===== src/rtl/core/ring_queue_with_front_insert_assert.svh =====
`ifndef RING_QUEUE_WITH_FRONT_INSERT_ASSERT_SVH
`define RING_QUEUE_WITH_FRONT_INSERT_ASSERT_SVH

// Same-cycle implication, disabled while reset is held.
`define RQFI_ASSERT_NOW(lbl, clk, rst_n, ante, cons, msg) \
    lbl: assert property (@(posedge clk) disable iff (!rst_n) (ante) |-> (cons)) \
        else $error(msg);

// Next-cycle implication, disabled while reset is held.
`define RQFI_ASSERT_NEXT(lbl, clk, rst_n, ante, cons, msg) \
    lbl: assert property (@(posedge clk) disable iff (!rst_n) (ante) |=> (cons)) \
        else $error(msg);

`endif


===== src/rtl/core/rqfi_pkg.sv =====
package rqfi_pkg;

    localparam int MAX_SLOTS = 64;
    localparam int MSG_BITS  = 32;

    localparam int DATA_W = 32;
    localparam int CFG_W  = 7;
    localparam int OCC_W  = 6;

    localparam int IDX_W = $clog2(MAX_SLOTS);
    localparam int LEN_W = $clog2(MAX_SLOTS + 1);
    localparam int MEM_W = (MSG_BITS < DATA_W) ? MSG_BITS : DATA_W;
    localparam int CMP_W = (LEN_W > CFG_W) ? LEN_W : CFG_W;

    localparam logic [LEN_W-1:0] LEN_RESET = LEN_W'((MAX_SLOTS < 64) ? MAX_SLOTS : 64);
    localparam logic [LEN_W-1:0] LEN_MIN   = LEN_W'(2);

    typedef enum logic [1:0] {
        OP_SEND  = 2'd0,
        OP_RECV  = 2'd1,
        OP_CLEAR = 2'd2
    } t_opcode;

    // Clamp a written ring length into 2..MAX_SLOTS.
    function automatic logic [LEN_W-1:0] clamp_len(input logic [CFG_W-1:0] v);
        logic [CMP_W-1:0] wide;
        wide = CMP_W'(v);
        if (wide < CMP_W'(2)) begin
            return LEN_MIN;
        end else if (wide > CMP_W'(MAX_SLOTS)) begin
            return LEN_W'(MAX_SLOTS);
        end else begin
            return LEN_W'(wide);
        end
    endfunction

endpackage


===== src/rtl/core/ring_queue_with_front_insert.sv =====
// Message queue in a ring of queue_length slots (capacity queue_length - 1), with normal
// sends at the tail and priority sends at the head. The block takes one command per clock
// (busy never rises) and answers each one in the next cycle with a single-cycle
// o_res_strobe, registered to match the registered read port of the slot memory,
// which a receive must go through. The receiver cannot stall, so sample the result on
// the strobe cycle or lose it. Writing queue_length empties the queue and takes effect
// on the next command; the write waits while start is high, and should only be made
// when no result is still due. Out-of-range lengths clamp to 2..MAX_SLOTS. No clearing
// pass runs after reset: slots are only read once a send has filled them.
module ring_queue_with_front_insert
    import rqfi_pkg::*;
(
    input  logic              i_clk,
    input  logic              i_rst_n,

    input  logic              start,
    output logic              busy,
    input  logic [1:0]        i_opcode,
    input  logic              i_priority_req,
    input  logic [DATA_W-1:0] i_message_in,

    output logic              o_res_strobe,
    output logic              o_done_res,
    output logic [DATA_W-1:0] o_message_out,
    output logic [OCC_W-1:0]  o_occupancy,

    input  logic              i_cfg_valid,
    output logic              o_cfg_ready,
    input  logic [CFG_W-1:0]  i_cfg_queue_length
);

`include "ring_queue_with_front_insert_assert.svh"

    // ring pointers and length
    logic [IDX_W-1:0] r_head, n_head;
    logic [IDX_W-1:0] r_tail, n_tail;
    logic [LEN_W-1:0] r_len,  n_len;

    // result stage
    logic             r_res_strobe;
    logic             r_done, n_done;
    logic             r_pop_ok, n_pop_ok;
    logic [IDX_W-1:0] r_occ, n_occ;

    // memory port controls
    logic             mem_we;
    logic [IDX_W-1:0] mem_waddr;
    logic             mem_re;
    logic [MEM_W-1:0] mem_rdata;

    logic             accept;
    logic             cfg_wr;
    logic [IDX_W-1:0] held;
    logic             full;
    logic             empty;
    logic [LEN_W-1:0] head_ext;
    logic [LEN_W-1:0] tail_ext;
    logic [LEN_W-1:0] head_inc;
    logic [LEN_W-1:0] tail_inc;

    // Always open for commands; hold off a length write while a command is offered.
    assign busy        = 1'b0;
    assign o_cfg_ready = !start;

    assign accept = start && !busy;
    assign cfg_wr = i_cfg_valid && o_cfg_ready;

    assign head_ext = LEN_W'(r_head);
    assign tail_ext = LEN_W'(r_tail);
    assign head_inc = head_ext + LEN_W'(1);
    assign tail_inc = tail_ext + LEN_W'(1);

    // Occupancy is (tail - head) mod length; both pointers stay below length.
    always_comb begin
        logic [LEN_W-1:0] diff;
        if (tail_ext >= head_ext) begin
            diff = tail_ext - head_ext;
        end else begin
            diff = tail_ext + r_len - head_ext;
        end
        held  = diff[IDX_W-1:0];
        full  = (diff == r_len - LEN_W'(1));
        empty = (diff == '0);
    end

    // Decode the command, advance pointers, drive the memory ports.
    always_comb begin
        n_head   = r_head;
        n_tail   = r_tail;
        n_len    = r_len;
        n_done   = 1'b0;
        n_pop_ok = 1'b0;
        n_occ    = held;
        mem_we   = 1'b0;
        mem_waddr = r_tail;
        mem_re   = 1'b0;

        priority if (cfg_wr) begin
            // new ring: drop everything and restart at slot zero
            n_len  = clamp_len(i_cfg_queue_length);
            n_head = '0;
            n_tail = '0;
        end else if (accept) begin
            unique case (t_opcode'(i_opcode))
                OP_SEND: begin
                    if (!full) begin
                        n_done = 1'b1;
                        n_occ  = held + IDX_W'(1);
                        mem_we = 1'b1;
                        if (!i_priority_req) begin
                            // write at tail, advance tail with wrap
                            mem_waddr = r_tail;
                            n_tail    = (tail_inc >= r_len) ? '0 : r_tail + IDX_W'(1);
                        end else begin
                            // step head back with wrap, write there
                            if (r_head == '0) begin
                                n_head = IDX_W'(r_len - LEN_W'(1));
                            end else begin
                                n_head = r_head - IDX_W'(1);
                            end
                            mem_waddr = n_head;
                        end
                    end
                end
                OP_RECV: begin
                    if (!empty) begin
                        // read head now, data lands with the result strobe
                        n_done   = 1'b1;
                        n_pop_ok = 1'b1;
                        n_occ    = held - IDX_W'(1);
                        mem_re   = 1'b1;
                        n_head   = (head_inc >= r_len) ? '0 : r_head + IDX_W'(1);
                    end
                end
                OP_CLEAR: begin
                    n_done = 1'b1;
                    n_occ  = '0;
                    n_head = '0;
                    n_tail = '0;
                end
                default: begin
                    // unused code: no change, report occupancy
                end
            endcase
        end else begin
            // idle: hold pointers and length
        end
    end

    always_ff @(posedge i_clk) begin
        if (!i_rst_n) begin
            r_head       <= '0;
            r_tail       <= '0;
            r_len        <= LEN_RESET;
            r_res_strobe <= 1'b0;
        end else begin
            r_head       <= n_head;
            r_tail       <= n_tail;
            r_len        <= n_len;
            r_res_strobe <= accept && !cfg_wr;
        end
    end

    // result payload: hold until the next transfer overwrites it
    always_ff @(posedge i_clk) begin
        if (accept) begin
            r_done   <= n_done;
            r_pop_ok <= n_pop_ok;
            r_occ    <= n_occ;
        end
    end

    rqfi_ram #(
        .DEPTH (MAX_SLOTS),
        .WIDTH (MEM_W)
    ) u_slots (
        .i_clk   (i_clk),
        .i_we    (mem_we),
        .i_waddr (mem_waddr),
        .i_wdata (i_message_in[MEM_W-1:0]),
        .i_re    (mem_re),
        .i_raddr (r_head),
        .o_rdata (mem_rdata)
    );

    assign o_res_strobe  = r_res_strobe;
    assign o_done_res    = r_done;
    assign o_message_out = r_pop_ok ? DATA_W'(mem_rdata) : '0;
    assign o_occupancy   = OCC_W'(r_occ);

    `RQFI_ASSERT_NEXT(a_strobe_follows_cmd, i_clk, i_rst_n, accept && !cfg_wr,
        o_res_strobe, "command transfer without result strobe")
    `RQFI_ASSERT_NEXT(a_no_spurious_strobe, i_clk, i_rst_n, !accept,
        !o_res_strobe, "result strobe without command transfer")
    `RQFI_ASSERT_NOW(a_ptrs_in_ring, i_clk, i_rst_n, 1'b1,
        (head_ext < r_len) && (tail_ext < r_len), "ring pointer beyond length")
    `RQFI_ASSERT_NOW(a_pop_only_on_done, i_clk, i_rst_n,
        o_res_strobe && (o_message_out != '0), o_done_res, "message out on refused command")
    `RQFI_ASSERT_NEXT(a_full_send_refused, i_clk, i_rst_n,
        accept && !cfg_wr && full && (i_opcode == OP_SEND), !o_done_res,
        "send into full queue accepted")

endmodule


===== src/rtl/core/rqfi_ram.sv =====
module rqfi_ram #(
    parameter int DEPTH = 64,
    parameter int WIDTH = 32
) (
    input  logic                     i_clk,
    input  logic                     i_we,
    input  logic [$clog2(DEPTH)-1:0] i_waddr,
    input  logic [WIDTH-1:0]         i_wdata,
    input  logic                     i_re,
    input  logic [$clog2(DEPTH)-1:0] i_raddr,
    output logic [WIDTH-1:0]         o_rdata
);

    logic [WIDTH-1:0] r_mem [DEPTH];
    logic [WIDTH-1:0] r_rdata;

    always_ff @(posedge i_clk) begin
        if (i_we) begin
            r_mem[i_waddr] <= i_wdata;
        end
    end

    always_ff @(posedge i_clk) begin
        if (i_re) begin
            r_rdata <= r_mem[i_raddr];
        end
    end

    assign o_rdata = r_rdata;

endmodule


===== config.mk =====
export PLATFORM = sky130hd
export DESIGN_NAME = ring_queue_with_front_insert
export DESIGN_NICKNAME = d
export VERILOG_FILES = /design/src/rtl/core/rqfi_pkg.sv /design/src/rtl/core/ring_queue_with_front_insert.sv /design/src/rtl/core/rqfi_ram.sv
export VERILOG_INCLUDE_DIRS = /design/src /design/src/rtl/core
export SDC_FILE = /design/constraint.sdc
export NUM_CORES = 2
export LEC_CHECK = 0
export BUFFER_PORTS_ARGS = -buffer_cell sky130_fd_sc_hd__buf_2
export CELL_PAD_IN_SITES_DETAIL_PLACEMENT = 2
export CELL_PAD_IN_SITES_GLOBAL_PLACEMENT = 2
export CORE_ASPECT_RATIO = 1.5
export CORE_MARGIN = 4
export CORE_UTILIZATION = 54
export CTS_BUF_LIST = sky130_fd_sc_hd__clkbuf_8
export DETAILED_ROUTE_END_ITERATION = 7
export GPL_ROUTABILITY_DRIVEN = 0
export PLACE_DENSITY = 0.81
export SLEW_MARGIN = 40
export SYNTH_ARGS = -nofsm -noshare
export SYNTH_HDL_FRONTEND = slang
export SYNTH_SLANG_ARGS = --single-unit

===== constraint.sdc =====
create_clock -name i_clk -period 8.08 [get_ports i_clk]
set_clock_uncertainty 0.1 [all_clocks]
set_input_delay 0.808 -clock i_clk [delete_from_list [all_inputs] [get_ports i_clk]]
set_output_delay 0.808 -clock i_clk [all_outputs]
set_load 0.02 [all_outputs]

==> results of run 1 <==
-- kinds of logic after synthesis --
logic type / Yosys count
adder cells (fa/ha/maj): 46
flip-flops: 2108
AND/OR/NAND/NOR: 260
buffers and inverters: 220
XOR/XNOR: 28
AO/OA/AOI/OAI: 163
multiplexers: 693
other: 1
-- cell usage after synthesis, drive strengths merged (5+ instances only) --
master,instances
nand4,15
edfxtp,2088
a31oi,7
o21ai,15
mux4,672
xor2,8
clkbuf,109
a21o,8
nand2b,6
o22ai,47
a21oi,32
nand3,38
nand2,43
xnor2,20
o21a,12
buf,66
o211ai,5
and3,9
nor3b,8
o211a,5
nor2b,13
a211oi,5
ha,39
inv,43
and2,40
dfxtp,20
fa,7
nor3,13
mux2i,18
nor2,57
-- stage by stage --
stage / hold slack [ps] / instances / cell area (um2) / worst slack (ps)
after floorplan: 463 / 3519 / 82700 / 1510
after global placement: 484 / 5584 / 86800 / 1670
==> out/qor.yml, run 1 <==
synth_area_um2: 82700
initial_core_util_pct: 54.4
yosysTopAreaCell: "edfxtp_1"
yosysUniqueCellTypes: 76
async_flop_share_pct: 0
synth_compound_area_share_pct: 1.44
synth_area_leaders: "edfxtp_1, mux4_2, ha_1"
synth_top_family_by_area: "multiplexers"
std_cell_rows: 175
ys_ff_latch: 2108
port-buffer-count: 86
stop_stage: "detailed placement (3_5_place_dp)"
synth_mux_area_share_pct: 18.6
die_w_um: 328
synth_edf_count: 2088
synth_xor_area_share_pct: 0.296
synth_nets: 3611
ys_warn_count: 0
hpwl_um: 219000
synth_top_area_share_pct: 75.8
error: "[ERROR DPL-0033] detailed placement checks failed during check placement."
die_h_um: 487
synth_simple_gate_area_share_pct: 1.65
io_pins: 88
synthCells: 3519
avgSynthCellArea_um2: 23.5
seq_area_frac_synth_pct: 76.3
status: "did not finish"
synthAdderAreaFrac_pct: 0.759
synth_top_flop_cell: "edfxtp_1"
==> run 2, diff against run 1 <==
CELL_PAD_IN_SITES_DETAIL_PLACEMENT = default   (was 2)
CELL_PAD_IN_SITES_GLOBAL_PLACEMENT = default   (was 2)
CORE_ASPECT_RATIO = default   (was 1.5)
CORE_UTILIZATION = 40   (was 54)
CTS_BUF_LIST = default   (was sky130_fd_sc_hd__clkbuf_8)
PLACE_DENSITY = default   (was 0.81)
PLACE_DENSITY_LB_ADDON = 0.15   (was default)
==> run 2 against run 1 <==
The flow now finishes without violations. Synthesized area is the same. Synthesized cell count is the same.
==> out/qor.yml, run 2 <==
critical-path-max-stage-delay_ps: 860
critPathMaxFanout: 17
required_ps: 8510
rsz0062_at_grt: "false"
routedWlPerCell_um: 34.8
seq_area_frac_synth_pct: 76.3  # unchanged
antenna_found_initial: 28
grt_overflow: 0
synth_nets: 3611  # unchanged
initial_core_util_pct: 40.3  # -14 points
grt_max_degree: 93
crit_family: "compound AO/OA/AOI/OAI gates"
std_cell_rows: 166  # -5.1%
startpoint_type: "flip-flop"
synth_top_flop_cell: "edfxtp_1"
place_area_um2: 88300
slowest_stage: "o22ai_4"
die_h_um: 463  # -5.0%
cts-resized-gates: 0
timing.critical_path.buf_inv: 4
yosysTopAreaCell: "edfxtp_1"
drv_slew: 0
io_pins: 88  # unchanged
period_needed_ps: 6150
core-area_um2: 205000
total_power_uw: 24200
grt_usage_pct: 21.7
crit_type: "reg2reg"
drc: 0
die-area_um2: 214000
fin_util_pct: 46.6
cts_sinks: 2108
clkTransAtPathRegs_ps: 60
cts-root-buf: "clkbuf_16"
path_cells: "inv_1 > fa_1 > inv_1 > fa_1 > a211oi_1 > nor3b_1 > o32a_1 > a211oi_1 > nor3_1 > o21ai_2 > o21a_1 > buf_4 > nand3_1 > o22ai_4 > buf_12"
h-tree-depth: 4
cp-end-kind: "flip-flop"
cts_tree: "built"
synth_top_area_share_pct: 75.8  # unchanged
die_w_um: 463  # +41%
first_pass_iters: 5
status: "complete, no violations"
p_per_area_nw_per_um2: 253
clk_latency_ps: 850
ys_ff_latch: 2108  # unchanged
largest_reg_flops: 2048
relSlewSlack_pct: 40.8
routed_wl_um: 233000
first_iter_violations: 4654
final_cell_mix: "edfxtp_1, mux4_2, clkbuf_16"
hold_buffers: 0
max-cap-violations: 0
yosysMostFrequentCell: "edfxtp_1"
synthCells: 3519  # unchanged
synth_area_um2: 82700  # unchanged
hpwl_um: 145000  # -34%
final_common_cell: "edfxtp_1"
async_flop_share_pct: 0  # unchanged
cts_buffers: 216
viasPerCell: 5.86
leakage_uw: 0.0290
clk_path_buf_depth: 3
area_growth_pct: 15.5
port-buffer-count: 86  # unchanged
finalSetupTns_ps: 0
worst_pin_slew_ps: 887
ir_drop_v: 0.000226
post_cts_buffers: 0
synth_common_cells: "edfxtp_1, mux4_2, clkbuf_1"
final_area_um2: 95600
finalCritPeriodShare_pct: 76.1
synth_edf_count: 2088  # unchanged
via_count: 39200
grt_pass1_wl_um: 327000
top_register: "u_slots.r_mem"
cp.arrival_ps: 6580
setup_viol: 0
fill_cells: 16800
fin_nets: 3903
ys_warn_count: 0  # unchanged
avgSynthCellArea_um2: 23.5  # unchanged
antenna_left: 0
grt_pass1_vias: 39700
max_freq_mhz: 163
hp-class: "in2reg"
synth_area_leaders: "edfxtp_1, mux4_2, ha_1"
hold_violations: 0
yosysUniqueCellTypes: 76  # unchanged
layout-drive-gt1-share_pct: 32.9
-- run 2: layout make-up --
cell class	count	area (um2)	area share, %
clock inverter	121	1260	1.32
antenna	13	32.5	0.0340
tap	2688	3360	3.52
inverter	45	178	0.186
clock buffer	279	5740	6.01
sequential	2108	63100	66.1
timing repair buffer	249	2320	2.43
multi-input combinational	1191	19500	20.4
-- run 2: metrics by stage --
stage | hold WS (ps) | cells | setup slack, ps
after global routing | 83.2 | 6686 | 1600
after global placement | 507 | 6250 | 1790
after floorplan | 463 | 3519 | 1510
final | 134 | 6694 | 1930
after detailed placement | 525 | 6272 | 1790
after CTS | 58.2 | 6672 | 1760
-- run 2: logic make-up (layout without fill, tap and decap cells) --
logic type	Yosys count	after routing	synth area share, %
DFF	2108	2108	76.3
adders and majority gates	46	46	0.759
and+or+nand+nor	260	260	1.65
other	1	14	0.00453
muxes	693	693	18.6
buffers and inverters	220	694	1.03
AOI/OAI and AO/OA	163	163	1.44
xor gates and xnor gates	28	28	0.296
-- run 2: path summary, 6_finish.rpt --
path / depth (start not counted) / slack (ps) / from / to
max: 15 / 1930 / r_tail[1]$_SDFFE_PP0P_ / u_slots.r_mem[5][22]$_DFFE_PP_
min: 1 / 130 / i_message_in[16] / u_slots.r_mem[60][16]$_DFFE_PP_
max reg2reg: 15 / 1930 / r_tail[1]$_SDFFE_PP0P_ / u_slots.r_mem[5][22]$_DFFE_PP_
min reg2reg: 2 / 530 / r_tail[1]$_SDFFE_PP0P_ / r_tail[1]$_SDFFE_PP0P_
-- run 2: report_power, final --
group	total [uW]	internal, uW	switching (uW)	leakage [uW]
clock network	9890	5710	4180	0.00340
registers	12100	12100	56.1	0.0189
logic	2190	851	1340	0.00668
total	24200	18600	5570	0.0290
-- run 2: metal layers --
| metal | global-route usage (%) | share of wire (%) |
|---|---|---|
| met1 | 31.5 | 43 |
| met2 | 34.9 | 49 |
| met3 | 3.36 | 6.2 |
| met5 | 0 | 0 |
| met4 | 5.07 | 2.4 |
No activity file was read; power rests on OpenSTA's default activity.
